`config.mk`:
```
export PLATFORM = sky130hd
export DESIGN_NAME = quoted_word_tokenizer
export DESIGN_NICKNAME = d
export VERILOG_FILES = /design/src/rtl/qwt_pkg.sv /design/src/rtl/qwt_step.sv /design/src/rtl/qwt_out_fifo.sv /design/src/rtl/quoted_word_tokenizer.sv
export SDC_FILE = /design/constraint.sdc
export NUM_CORES = 1
export LEC_CHECK = 0
export CORE_ASPECT_RATIO = 0.8
export CORE_UTILIZATION = 31
export DETAILED_ROUTE_END_ITERATION = 6
export DONT_BUFFER_PORTS = 1
export PLACE_DENSITY = 0.48
export SYNTH_ARGS = -nofsm -noshare
export SYNTH_HDL_FRONTEND = slang
export SYNTH_HIERARCHICAL = 1
export SYNTH_SLANG_ARGS = --single-unit
```
`constraint.sdc`:
```
create_clock -name clk_i -period 11.1 [get_ports clk_i]
set_input_delay 2.22 -clock clk_i [delete_from_list [all_inputs] [get_ports clk_i]]
set_output_delay 2.22 -clock clk_i [all_outputs]
set_load 0.02 [all_outputs]
```
`src/rtl/qwt_pkg.sv`:
```
// Shared types and constants for the quoted word tokenizer.
// No dependencies; every other file in rtl/ refers to this package by scoped names.
package qwt_pkg;

  localparam int unsigned LenBits    = 12;
  localparam int unsigned CountBits  = 16;
  localparam int unsigned MaxResults = 3;
  localparam int unsigned ResCntBits = 2;
  localparam int unsigned FifoDepth  = 8;
  localparam int unsigned FifoPtrBits = 3;
  localparam int unsigned FifoCntBits = 4;

  localparam logic [LenBits-1:0] MaxLenReset = LenBits'(200);

  // Configuration register index (byte address 4*index).
  localparam logic RegIdxMaxLen = 1'b0;

  // Result kinds.
  localparam logic [1:0] KindByte = 2'd0;
  localparam logic [1:0] KindEnd  = 2'd1;
  localparam logic [1:0] KindLine = 2'd2;
  localparam logic [1:0] KindOver = 2'd3;

  // Characters with special meaning.
  localparam logic [7:0] ChBackslash = 8'h5C;
  localparam logic [7:0] ChDquote    = 8'h22;
  localparam logic [7:0] ChSquote    = 8'h27;
  localparam logic [7:0] ChLf        = 8'h0A;
  localparam logic [7:0] ChCr        = 8'h0D;

  typedef enum logic [1:0] {
    PH_BETWEEN = 2'd0,
    PH_WORD    = 2'd1,
    PH_STOPPED = 2'd2
  } phase_e;

  typedef enum logic [1:0] {
    Q_NONE   = 2'd0,
    Q_DOUBLE = 2'd1,
    Q_SINGLE = 2'd2
  } quote_e;

  typedef struct packed {
    logic [7:0] char_in;
    logic       line_done;
  } in_item_t;

  typedef struct packed {
    logic [1:0]           kind;
    logic [7:0]           char_out;
    logic [CountBits-1:0] word_number;
    logic                 last;
  } out_item_t;

  typedef out_item_t [MaxResults-1:0] res_vec_t;

  typedef struct packed {
    phase_e               phase;
    quote_e               quote;
    logic                 esc;
    logic [LenBits-1:0]   len;
    logic [CountBits-1:0] count;
  } tok_state_t;

  typedef struct packed {
    logic [FifoCntBits-1:0] count;
    logic                   room;
  } fifo_stat_t;

endpackage

```
`src/rtl/qwt_step.sv`:
```
// Combinational next-state and result logic for one input byte of the tokenizer.
// Depends on qwt_pkg for the state, item and result types.
module qwt_step (
  input  qwt_pkg::tok_state_t                st_i,
  input  qwt_pkg::in_item_t                  item_i,
  input  logic [qwt_pkg::LenBits-1:0]        max_len_i,
  output qwt_pkg::tok_state_t                st_o,
  output qwt_pkg::res_vec_t                  res_o,
  output logic [qwt_pkg::ResCntBits-1:0]     num_o
);

  function automatic logic is_space(input logic [7:0] c);
    is_space = (c == 8'h20) || (c >= 8'h09 && c <= 8'h0D);
  endfunction

  always_comb begin
    qwt_pkg::tok_state_t               s;
    qwt_pkg::res_vec_t                 res;
    logic [qwt_pkg::ResCntBits-1:0]    n;
    logic [7:0]                        c;
    logic                              do_app;
    logic                              do_end;
    logic                              do_stop;
    logic                              do_line;
    logic                              quoted;
    logic                              closing;
    logic                              ended;

    s       = st_i;
    res     = '0;
    n       = '0;
    c       = item_i.char_in;
    do_app  = 1'b0;
    do_end  = 1'b0;
    do_stop = 1'b0;
    do_line = 1'b0;
    ended   = 1'b0;
    quoted  = (st_i.quote != qwt_pkg::Q_NONE);
    closing = (st_i.quote == qwt_pkg::Q_DOUBLE && c == qwt_pkg::ChDquote) ||
              (st_i.quote == qwt_pkg::Q_SINGLE && c == qwt_pkg::ChSquote) ||
              (!quoted && is_space(c));

    if (item_i.line_done) begin
      do_end  = (st_i.phase == qwt_pkg::PH_WORD);
      do_line = 1'b1;
    end else begin
      case (st_i.phase)
        qwt_pkg::PH_BETWEEN: begin
          if (c == qwt_pkg::ChLf) begin
            do_stop = 1'b1;
          end else if (is_space(c)) begin
            s = st_i;
          end else begin
            s.phase = qwt_pkg::PH_WORD;
            s.quote = qwt_pkg::Q_NONE;
            s.esc   = 1'b0;
            s.len   = '0;
            if (c == qwt_pkg::ChDquote) begin
              s.quote = qwt_pkg::Q_DOUBLE;
            end else if (c == qwt_pkg::ChSquote) begin
              s.quote = qwt_pkg::Q_SINGLE;
            end else begin
              do_app = 1'b1;
            end
          end
        end
        qwt_pkg::PH_WORD: begin
          if (quoted && c == qwt_pkg::ChBackslash && !st_i.esc) begin
            s.esc = 1'b1;
          end else if (c == qwt_pkg::ChLf || c == qwt_pkg::ChCr) begin
            do_end  = 1'b1;
            do_stop = (c == qwt_pkg::ChLf);
          end else if (!st_i.esc && closing) begin
            do_end = 1'b1;
          end else begin
            s.esc  = 1'b0;
            do_app = 1'b1;
          end
        end
        default: begin
          s.phase = qwt_pkg::PH_STOPPED;
        end
      endcase
    end

    // Add one byte to the word, or flag overflow and stop the line.
    if (do_app) begin
      if (s.len >= max_len_i) begin
        res[n] = '{kind: qwt_pkg::KindOver, char_out: 8'd0, word_number: s.count, last: 1'b0};
        n = n + 1'b1;
        s.phase = qwt_pkg::PH_STOPPED;
        s.quote = qwt_pkg::Q_NONE;
        s.esc   = 1'b0;
        s.len   = '0;
      end else begin
        s.len  = s.len + 1'b1;
        res[n] = '{kind: qwt_pkg::KindByte, char_out: c, word_number: s.count, last: 1'b0};
        n = n + 1'b1;
      end
    end

    // Word end: a pending backslash goes out first as a literal byte.
    if (do_end) begin
      if (s.esc) begin
        s.esc = 1'b0;
        if (s.len >= max_len_i) begin
          res[n] = '{kind: qwt_pkg::KindOver, char_out: 8'd0, word_number: s.count,
                     last: 1'b0};
          n = n + 1'b1;
          s.phase = qwt_pkg::PH_STOPPED;
          s.quote = qwt_pkg::Q_NONE;
          s.len   = '0;
          ended   = 1'b1;
        end else begin
          s.len  = s.len + 1'b1;
          res[n] = '{kind: qwt_pkg::KindByte, char_out: qwt_pkg::ChBackslash,
                     word_number: s.count, last: 1'b0};
          n = n + 1'b1;
        end
      end
      if (!ended) begin
        if (s.len == '0) begin
          s.phase = qwt_pkg::PH_STOPPED;
          s.quote = qwt_pkg::Q_NONE;
        end else begin
          res[n] = '{kind: qwt_pkg::KindEnd, char_out: 8'd0, word_number: s.count,
                     last: 1'b0};
          n = n + 1'b1;
          if (s.count != '1) begin
            s.count = s.count + 1'b1;
          end
          s.phase = qwt_pkg::PH_BETWEEN;
          s.quote = qwt_pkg::Q_NONE;
          s.len   = '0;
        end
      end
    end

    if (do_stop) begin
      s.phase = qwt_pkg::PH_STOPPED;
      s.quote = qwt_pkg::Q_NONE;
      s.esc   = 1'b0;
      s.len   = '0;
    end

    if (do_line) begin
      res[n] = '{kind: qwt_pkg::KindLine, char_out: 8'd0, word_number: s.count, last: 1'b0};
      n = n + 1'b1;
      s.phase = qwt_pkg::PH_BETWEEN;
      s.quote = qwt_pkg::Q_NONE;
      s.esc   = 1'b0;
      s.len   = '0;
      s.count = '0;
    end

    if (n != '0) begin
      res[n - 1'b1].last = 1'b1;
    end

    st_o  = s;
    res_o = res;
    num_o = n;
  end

endmodule

```
`src/rtl/qwt_out_fifo.sv`:
```
// Result queue: takes up to three results per cycle, hands out one beat per cycle while the output is not stalled.
// Depends on qwt_pkg for the result types and queue sizes.
module qwt_out_fifo (
  input  logic                           clk_i,
  input  logic                           rst_ni,
  input  logic                           push_i,
  input  qwt_pkg::res_vec_t              res_i,
  input  logic [qwt_pkg::ResCntBits-1:0] num_i,
  output logic                           out_valid_o,
  input  logic                           out_stall_i,
  output qwt_pkg::out_item_t             out_item_o,
  output qwt_pkg::fifo_stat_t            stat_o
);

  qwt_pkg::out_item_t mem_q [qwt_pkg::FifoDepth];

  logic [qwt_pkg::FifoPtrBits-1:0] wptr_q, wptr_d;
  logic [qwt_pkg::FifoPtrBits-1:0] rptr_q, rptr_d;
  logic [qwt_pkg::FifoCntBits-1:0] count_q, count_d;
  logic [qwt_pkg::FifoCntBits-1:0] push_cnt;
  logic                            pop;

  assign pop      = out_valid_o && !out_stall_i;
  assign push_cnt = push_i ? qwt_pkg::FifoCntBits'(num_i) : '0;

  always_comb begin
    wptr_d  = wptr_q + qwt_pkg::FifoPtrBits'(push_cnt);
    rptr_d  = rptr_q + qwt_pkg::FifoPtrBits'(pop);
    count_d = count_q + push_cnt - qwt_pkg::FifoCntBits'(pop);
  end

  always_ff @(posedge clk_i or negedge rst_ni) begin
    if (!rst_ni) begin
      wptr_q  <= '0;
      rptr_q  <= '0;
      count_q <= '0;
    end else begin
      wptr_q  <= wptr_d;
      rptr_q  <= rptr_d;
      count_q <= count_d;
    end
  end

  always_ff @(posedge clk_i) begin
    for (int k = 0; k < qwt_pkg::MaxResults; k++) begin
      if (push_i && qwt_pkg::ResCntBits'(k) < num_i) begin
        mem_q[wptr_q + qwt_pkg::FifoPtrBits'(k)] <= res_i[k];
      end
    end
  end

  assign out_valid_o  = (count_q != '0);
  assign out_item_o   = mem_q[rptr_q];
  // Room for a worst-case burst of results from one byte.
  assign stat_o.count = count_q;
  assign stat_o.room  = (count_q <= qwt_pkg::FifoCntBits'(qwt_pkg::FifoDepth -
                                                          qwt_pkg::MaxResults));

endmodule

```
`src/rtl/quoted_word_tokenizer.sv`:
```
// An accepted byte waits in the input register until the result queue has room for its
// worst-case burst; the step logic then updates the state and pushes its results.
// Throughput: one byte per cycle while bytes give one result each and the output is
// not stalled; one result leaves per cycle, so bytes with more results stall the input.
// Reset clears the tokenizer state and the result queue and sets the word limit to 200.
module quoted_word_tokenizer (
  input  logic                 clk_i,
  input  logic                 rst_ni,
  input  logic                 in_valid_i,
  output logic                 in_stall_o,
  input  qwt_pkg::in_item_t    in_item_i,
  output logic                 out_valid_o,
  input  logic                 out_stall_i,
  output qwt_pkg::out_item_t   out_item_o,
  input  logic                 psel_i,
  input  logic                 penable_i,
  input  logic                 pwrite_i,
  input  logic [2:0]           paddr_i,
  input  logic [31:0]          pwdata_i,
  output logic [31:0]          prdata_o,
  output logic                 pready_o
);

  logic [qwt_pkg::LenBits-1:0]    max_len_q;
  logic                           in_valid_q;
  qwt_pkg::in_item_t              in_item_q;
  qwt_pkg::tok_state_t            st_q, st_d;
  qwt_pkg::res_vec_t              res;
  logic [qwt_pkg::ResCntBits-1:0] num;
  qwt_pkg::fifo_stat_t            fstat;
  logic                           go;
  logic                           in_take;
  logic                           cfg_wr;

  assign pready_o = 1'b1;
  assign cfg_wr   = psel_i && penable_i && pwrite_i && (paddr_i[2] == qwt_pkg::RegIdxMaxLen);
  assign prdata_o = (paddr_i[2] == qwt_pkg::RegIdxMaxLen) ?
                    32'(max_len_q) : 32'd0;

  always_ff @(posedge clk_i or negedge rst_ni) begin
    if (!rst_ni) begin
      max_len_q <= qwt_pkg::MaxLenReset;
    end else if (cfg_wr) begin
      max_len_q <= pwdata_i[qwt_pkg::LenBits-1:0];
    end
  end

  // The held byte moves on once the queue can take its worst-case burst.
  assign go         = in_valid_q && fstat.room;
  assign in_stall_o = in_valid_q && !fstat.room;
  assign in_take    = in_valid_i && !in_stall_o;

  always_ff @(posedge clk_i or negedge rst_ni) begin
    if (!rst_ni) begin
      in_valid_q <= 1'b0;
    end else if (in_take) begin
      in_valid_q <= 1'b1;
    end else if (go) begin
      in_valid_q <= 1'b0;
    end
  end

  always_ff @(posedge clk_i) begin
    if (in_take) begin
      in_item_q <= in_item_i;
    end
  end

  qwt_step u_step (
    .st_i      (st_q),
    .item_i    (in_item_q),
    .max_len_i (max_len_q),
    .st_o      (st_d),
    .res_o     (res),
    .num_o     (num)
  );

  always_ff @(posedge clk_i or negedge rst_ni) begin
    if (!rst_ni) begin
      st_q <= '{phase: qwt_pkg::PH_BETWEEN, quote: qwt_pkg::Q_NONE, esc: 1'b0,
                len: '0, count: '0};
    end else if (go) begin
      st_q <= st_d;
    end
  end

  qwt_out_fifo u_fifo (
    .clk_i       (clk_i),
    .rst_ni      (rst_ni),
    .push_i      (go),
    .res_i       (res),
    .num_i       (num),
    .out_valid_o (out_valid_o),
    .out_stall_i (out_stall_i),
    .out_item_o  (out_item_o),
    .stat_o      (fstat)
  );

`ifndef SYNTHESIS
  a_fifo_bound: assert property (@(posedge clk_i) disable iff (!rst_ni)
    fstat.count <= qwt_pkg::FifoCntBits'(qwt_pkg::FifoDepth))
    else $error("result queue holds more than its depth");

  a_line_clears: assert property (@(posedge clk_i) disable iff (!rst_ni)
    go && in_item_q.line_done |=> st_q.count == '0 && st_q.phase == qwt_pkg::PH_BETWEEN)
    else $error("line end did not clear the word count and phase");

  a_idle_word_clear: assert property (@(posedge clk_i) disable iff (!rst_ni)
    st_q.phase != qwt_pkg::PH_WORD |-> st_q.len == '0 && !st_q.esc)
    else $error("word length or escape left over outside a word");

  a_line_result: assert property (@(posedge clk_i) disable iff (!rst_ni)
    go && in_item_q.line_done |-> num != '0)
    else $error("line end produced no result");
`endif

endmodule

```
[After elaboration in Yosys (flattened, before gate mapping)]
Memories as Yosys holds them, arrays and structs flattened.
Index checks and enable logic that the tools add are counted.
Widths: inputs -> output; s select.
Storage, ports and cells
  bits in registers: 65
  logic and storage cells: 179
  bits in read-only memories: 0
  memories kept: 1
  output and inout bits: 62
  input bits: 51
  latch bits: 0
  memory bits (writable): 216
Memory list
  u_fifo.mem_q: words 8, width 27, read ports 1, clocked after Yosys merged registers in 0, wr ports 3, RTL line qwt_out_fifo.sv:15  | qwt_pkg::out_item_t mem_q [qwt_pkg::FifoDepth];
Cells by class
  reduce and logical (&&, ||, !) cells: 36
  order comparisons: 16
  div/mod/pow operators: 0
  eq/ne operators: 10
  shift-type cells: 0
  bitwise operators: 1
  add/sub/neg operators: 13
  multipliers: 0
  multiplexer cells: 90
Operator list (number)
  $mux 81: 8
  $bwmux 81: 5
  $demux 27 s2: 4
  $mux 27: 5
  $mux 33: 4
  $mux 17: 5
  $mux 28: 3
  $mux 12: 3
  $mux 1: 34
  $add 12x1->12 const B: 2
  $eq 8x6->1 const B: 3
  $ge 12x12->1: 2
  $logic_and 1x1->1: 21
  $mux 2: 10
  $add 16x1->16 const B: 1
  $eq 8x4->1 const B: 2
  $mux 16: 1
  $ne 16x16->1 const B: 1
  $logic_not 12->1: 1
  $mux 4: 3
  $lt 2x3->1 const B: 3
  $eq 8x7->1 const B: 1
  $ge 8x4->1 const B: 1
  $le 8x4->1 const B: 1
  other kinds (26): 42

[Logic depth before layout (Yosys ltp)]
Gate-level depths: netlist (run 1).
  word-level depth: 31
  depth in mapped cells: 39
  depth with buffers taken out: 35

[Hierarchy]
The synthesis (run 1) kept the hierarchy.
Modules (own cells, without submodules)
  qwt_out_fifo: seq. area each 6736.5 um^2, instances 1, cells an instance 1495, area each 14547.7 um^2
  qwt_step: seq. area each 0.0 um^2, instances 1, cells an instance 588, area each 3651.0 um^2
  quoted_word_tokenizer: seq. area each 1425.1 um^2, instances 1, cells an instance 147, area each 2317.2 um^2

[Worst setup path before layout (run 1)]
OpenSTA, ideal clock, no wires.
  kind: register -> register
  start point: reg in_item_q[1] in the netlist's numbering
  end point: mem u_fifo/mem_q[2][0] in the netlist's numbering, enable pin
  arrival time: 8309 ps
  stages on the path, launching flop included: 36
  library setup time: 424 ps
  period minus slack after synthesis: 8733 ps
  data required time: 10676 ps
  path buffers: 5
  path slack: 2367 ps
  path through: edfxtp_1 -> buf_6 -> or4b_4 -> a211oi_4 -> or3_1 -> clkbuf_1 -> buf_2 -> and2_1 -> ha_1 -> a211oi_1 -> nand2_1 -> a21oi_1 -> a21oi_1 -> a21oi_2 -> a21oi_1 -> ha_1 -> nand2b_1 -> a21o_1 -> a21o_1 -> a21o_1 -> a211o_1 -> o211ai_1 -> a31o_2 -> nor2_1 -> o311a_1 -> and2_1 -> nand2_1 -> nand2_1 -> ha_1 -> nand2b_1 -> o21ai_0 -> buf_2 -> nand4_1 -> clkbuf_1 -> o32a_1 -> o221ai_1
RTL lines
  from (decl): RTL line quoted_word_tokenizer.sv:26  | qwt_pkg::in_item_t in_item_q;
  from (signal assigned): RTL line quoted_word_tokenizer.sv:65  | in_item_q <= in_item_i;
  to (decl): RTL line qwt_out_fifo.sv:15

==> key figures, run 1 <==
Power and ir drop
  • Comb power frac: 0.521
  • P_leak: between 7 and 8 nW
  • Switching Power: roughly 2.8 mW
  • Internal: 2.96 mW
  • Clock group share of total power: 0.197
  • PwrDens: around 260 nW/µm²
  • Max VDD drop: ~0.31 mV
  • Sw Ratio: 0.489
  • Sequential share of power: 0.282

Clocking
  • Clock sinks: ~280
  • CTS root buffer: clkbuf_16
  • Num CTS Buffers: 35
  • Setup Fix Bufs, Post-CTS: 0
  • Worst-path clk slew: approximately 60 ps
  • Worst-Skew Late Latency: ~570 ps
  • H-Tree Level Count: 2
  • Clock buffer depth: 3
  • CTS tree: yes
  • Hold_buf cts: 0
  • Post-CTS Resized: 0

STA
  • Tightest Pin Transition: 1500 ps
  • Hold_ws: between 500 and 600 ps
  • Max frequency: between 90 and 100 MHz
  • Final setup violation count: 0
  • Max-slew violations: 0
  • Rel. slew slack: 0.000668
  • Setup TNS Final: 0 ps
  • Clk_skew: roughly 30 ps
  • Final period utilization: 0.911
  • RSZ-0062 raised after global routing: false
  • Tmin final: a little over 10000 ps
  • Final Hold Vio Count: 0

Worst setup path
  • Critical path origin: in_item_q[2]
  • Worst Path Class, Setup: reg2reg
  • Startpoint Class: flop
  • FF-to-FF path depth: 32
  • WP depth: 32
  • Crit path required time: about 11000 ps
  • Crit path max-delay family: compound AO/OA/AOI/OAI gates
  • Reg2Reg Setup Slack: approximately 980 ps
  • Crit Path Max Fanout: 39
  • Slowest-stage cell, CP: a221o_2
  • CP max stage delay: 680 ps
  • Reg2reg start: in_item_q[2]
  • Worst Setup EP: u_fifo/mem_q[7][1]
  • Worst path bufs/invs: 3
  • Worst setup EP type: flop
  • Worst reg2reg endpoint: u_fifo/mem_q[7][1]
  • Crit path DAT: 10330 ps

Synthesis
  • Yosys Warn Count: 6
  • Mapped Cells: between 2000 and 2500
  • Register area share after synthesis: 0.398
  • Ys async rst share: 0.199
  • Synth unique cells: 96
  • Register bit count reported by yosys: roughly 280
  • Dominant synthesized flop cell: edfxtp_1
  • Most numerous cell in the Yosys netlist: nor3_1
  • Post-synth top area cell: edfxtp_1
  • Mean Syn Cell Area: ~9.2 µm²
  • Synth area leaders: edfxtp_1 (33%), a31oi_1 (6.9%), dfrtp_1 (6.5%)
  • Synth cell count leaders: nor3_1 (253), nand3_1 (239), o21ai_0 (236), a31oi_1 (227), edfxtp_1 (225)
  • Number of synthesized flops with an enable pin: 225
  • Post-synth top area share: 0.329
  • Mapped Area: 20500 µm²

Global routing
  • Largest net degree at the start of global routing: around 220
  • Vias in the first global route: around 18000
  • GRT Util Overall: 0.229
  • Grt ovf: 0
  • Global-route wire length before repair: roughly 120 mm
  • Initial antenna violation count: 2

Place
  • PortBufs: 0
  • Routability cong.: 0.840
  • HPWL after detailed placement: about 44 mm

Die
  • Die Wd: between 200 and 300 µm
  • Die H: 232 µm
  • DIE AREA: 67200 µm²
  • Core Region: between 60000 and 70000 µm²
  • Initial Util: 0.317
  • Row count: slightly above 80
  • Num ports: 113

Final layout
  • FILL cells: ~6600
  • Syn-to-layout area delta: 6.52%
  • Layout cell share with drive strength beyond 1: 0.136
  • Nets@finish: around 2100

Route
  • Met3 wire length: 8.93 mm
  • Met1 Wirelength: roughly 34 mm
  • Routed met2 length: between 30 and 40 mm
  • Vias per inst: between 6 and 7
  • Routed WL: 78.3 mm
  • WL/cell: between 20 and 30 µm
  • Routed Antenna Nets: 0
  • DR DRC count: 0
  • Drt initial violations: 2571
  • Detailed Routing Iterations Pass 1: 6
  • Total number of vias: around 18000
  • Top Metal Used: met4

Min path
  • Worst Hold Path Cells: 1
  • Hold WC Path Type: reg2reg

Run status
  • Status: finished, final reports clean

Flow run
  • Max-Cap Viols: 0
-- flip-flops by register name, summed over array words and instances, names as in the netlist --
register        cells
u_fifo/rptr_q       3
max_len_q          12
in_item_q           9
st_q               33
in_valid_q          1
u_fifo/count_q      4
u_fifo/mem_q      216
u_fifo/wptr_q       3
-- cell usage in the layout, fill, tap and decap left out, types with 13 or more instances in the layout --
cell         n
a31oi_1    227
nand4_1     13
o21ai_0    236
clkbuf_16   36
nor2b_1     21
nor2_1      78
edfxtp_1   225
and3_1      14
a21o_1      13
nor3_1     253
conb_1      38
mux2_2      65
buf_4       43
mux4_2      54
nand2_1     56
inv_1       54
and2_1      22
a21oi_1     30
xnor2_1     14
dfrtp_1     50
nand3_1    239
ha_1        41
-- power groups by stage --
stage                     Sequential (mW)  Combinational, mW  Clock (mW)
after global placement               1.65               2.91           0
after CTS                            1.64               2.95        1.16
after detailed placement             1.66               2.95           0
after floorplan                      1.56               2.17           0
after global routing                 1.66               3.18        1.20
final                                1.63               3.01        1.14
-- stage by stage --
step                      power (mW)   util  setup WS [ps]  instances  area, µm²
after floorplan                 3.73      -           2370       2265      20600
after global placement          4.55  0.320           1160       2849      20700
after detailed placement        4.60  0.320           1040       2849      20700
after CTS                       5.75  0.337           1020       2913      21800
after global routing            6.04  0.337            339       2913      21800
final                           5.78  0.337            984       2915      21900
-- cell families (layout without fill, tap and decap cells) --
group,count (synthesis),count (layout),synth area share
flip-flops,281,281,0.398
AO/OA/AOI/OAI,608,608,0.181
multiplexers,134,134,0.105
adder cells (fa/ha/maj),43,43,0.0270
other,3,40,0.000549
AND/OR/NAND/NOR,766,766,0.193
buffers and inverters,371,169,0.0843
XOR/XNOR,24,24,0.0110
-- cell type report --
type	count	area (µm²)	share of cell area
multi-input cells	1613	10900	0.497
well taps	850	1060	0.0487
clock inverters	19	171	0.00784
inverters	56	210	0.00962
flip-flops and latches	281	8170	0.374
repair buffers	49	443	0.0203
diodes	2	5.00	0.000229
clock buffers	45	935	0.0428
-- worst min path at each step --
stage	slack, ps	to	start
2_1_floorplan	470	u_fifo/rptr_q[0]	u_fifo/rptr_q[0]
3_3_place_gp	530	max_len_q[8]	max_len_q[8]
3_5_place_dp	530	max_len_q[9]	max_len_q[9]
4_1_cts	550	u_fifo/rptr_q[2]	u_fifo/rptr_q[2]
5_1_grt	570	max_len_q[2]	max_len_q[2]
6_report	550	max_len_q[1]	max_len_q[1]
-- routing by layer --
layer | global-route usage | vias to the layer above
li1 | - | 8047
met2 | 0.323 | 1208
met3 | 0.0621 | 214
met1 | 0.329 | 8996
met4 | 0.0910 | 0
met5 | 0 | -
Note: power is estimated with default switching activity, not from simulation.
==> run 2, diff against run 1 <==
--- a/config.mk
+++ b/config.mk
@@ -10,7 +10,9 @@
 export DETAILED_ROUTE_END_ITERATION = 6
 export DONT_BUFFER_PORTS = 1
 export PLACE_DENSITY = 0.48
+export REMOVE_ABC_BUFFERS = 1
 export SYNTH_ARGS = -nofsm -noshare
 export SYNTH_HDL_FRONTEND = slang
 export SYNTH_HIERARCHICAL = 1
 export SYNTH_SLANG_ARGS = --single-unit
+export TNS_END_PERCENT = 30
==> key figures, run 2 (synthesis gave the netlist of run 1 again) <==
STA
  • Max frequency: between 90 and 100 MHz
  • Final setup violation count: 0
  • Clk_skew: ~30 ps
  • Setup WS post-layout: around 1000 ps
  • Max-slew violations: 0
  • Rel. slew slack: 0.0804
  • Tmin final: roughly 10000 ps
  • Final Hold Vio Count: 0
  • Hold_ws: 516 ps
  • Tightest Pin Transition: ~1400 ps
  • RSZ-0062 raised after global routing: false
  • Final period utilization: 0.907

Worst setup path
  • Crit path DAT: 10300 ps
  • Reg2reg start: in_item_q[2]
  • Worst setup EP type: flop
  • Critical path origin: in_item_q[2]
  • Startpoint Class: flop
  • Crit path required time: approximately 11000 ps
  • Crit Path Max Fanout: 55
  • CP max stage delay: ~950 ps
  • Slowest-stage cell, CP: o221ai_4
  • Worst Path Class, Setup: reg2reg

Route
  • Vias per inst: between 6 and 7
  • Routed Antenna Nets: 0
  • WL/cell: between 20 and 30 µm
  • DR DRC count: 0
  • Total number of vias: around 18000
  • Drt initial violations: roughly 2500
  • Detailed Routing Iterations Pass 1: 6
  • Routed WL: approximately 78 mm

Global routing
  • GRT Util Overall: 0.230
  • Vias in the first global route: between 15000 and 20000
  • Initial antenna violation count: 0
  • Global-route wire length before repair: approximately 120 mm
  • Largest net degree at the start of global routing: ~220
  • Grt ovf: 0

Place
  • HPWL after detailed placement: between 40 and 50 mm
  • PortBufs: 0
  • Routability cong.: roughly 0.9
  • Pre-CTS setup slack: approximately 1200 ps
  • Area post-placement: just over 20000 µm²

Power and ir drop
  • Total power: 5.77 mW
  • PwrDens: approximately 260 nW/µm²
  • Max VDD drop: around 0.35 mV
  • P_leak: between 7 and 8 nW

Die
  • Num ports: 113
  • DIE AREA: around 67000 µm²
  • Die H: roughly 230 µm
  • Core Region: 64800 µm²
  • Row count: 83
  • Die Wd: ~290 µm
  • Initial Util: 0.317

Final layout
  • Most common cell after layout, fill and taps aside: nor3_1
  • Regs by FF count: u_fifo/mem_q (216), st_q (33), max_len_q (12)
  • Ant diodes: 0
  • Number of flip-flops in the largest register: 216
  • Biggest register: u_fifo/mem_q
  • Nets@finish: 2138
  • Layout cell share with drive strength beyond 1: 0.140
  • Final non-filler cell area: around 22000 µm²
  • Commonest cells after routing, fill and taps aside: nor3_1 (253), nand3_1 (239), o21ai_0 (236)
  • Syn-to-layout area delta: 6.76%

Min path
  • Hold WC Path Type: reg2reg
  • Hold path start: u_fifo/rptr_q[1]

Clocking
  • Setup Fix Bufs, Post-CTS: 0
  • H-Tree Level Count: 2
  • Worst-path clk slew: ~60 ps
  • Worst-Skew Late Latency: approximately 570 ps
  • CTS root buffer: clkbuf_16
  • Hold_buf cts: 0
  • Post-CTS Resized: 0
  • Clock sinks: roughly 280
  • Clock buffer depth: 3
  • Num CTS Buffers: 36
  • CTS tree: yes

Run status
  • Status: finished, final reports clean

Flow run
  • Max-Cap Viols: 0
-- run 2: cell count changes in the layout (fill, tap and decap cells not counted), sizes merged --
cell,delta
buf,+7
clkinvlp,+2
diode,-2
bufinv,-1
clkbuf,+1
clkinv,+1
inv,-1
-- run 2: final timing paths --
kind | to | cells after the start | slack, ps
max | u_fifo/mem_q[0][3] | 31 | 1040
min | u_fifo/rptr_q[1] | 1 | 520
max reg2reg | u_fifo/mem_q[0][3] | 31 | 1040
min reg2reg | u_fifo/rptr_q[1] | 1 | 520
max in group asynchronous | max_len_q[6] | 0 | 9530
min in group asynchronous | st_q[13] | 0 | 1350
-- run 2: layout make-up --
cell class	instances	area, µm²
Clock buffer	46	1010
Clock inverter	20	131
Fill cell	6601	42900
Inverter	56	210
Multi-Input combinational cell	1613	10800
Sequential cell	281	8170
Tap cell	850	1060
Timing Repair Buffer	56	470
-- run 2: metal layers --
metal / track usage / up-vias / wire length (µm)
met1: 0.318 / 9036 / 33200
li1: - / 8047 / -
met3: 0.0466 / 200 / 7890
met5: 0 / - / 0
met2: 0.348 / 1122 / 34300
met4: 0.0933 / 0 / 2860
-- run 2: metrics by stage --
step,cells,util,TNS [ps]
after floorplan,1950,-,-54770
after global placement,2856,0.320,0
after detailed placement,2856,0.320,0
after CTS,2922,0.338,0
after global routing,2922,0.338,0
final,2922,0.338,0
-- run 2: worst max-delay path, delay by kind of cell (launching register included) --
family          cells  cell delay [ps]
compound gates     11             3250
flops               1              540
simple gates       12             3660
xor+xnor            1              220
buf+inv             4             1250
fa+ha+maj           3              790
-- run 2: power breakdown --
group | internal [mW] | leakage (nW) | total [mW] | switching (mW)
sequential | 1.48 | 2.80 | 1.64 | 0.161
clock | 0.667 | 0.559 | 1.15 | 0.488
combinational | 0.824 | 3.79 | 2.98 | 2.15
total | 2.97 | 7.15 | 5.77 | 2.80
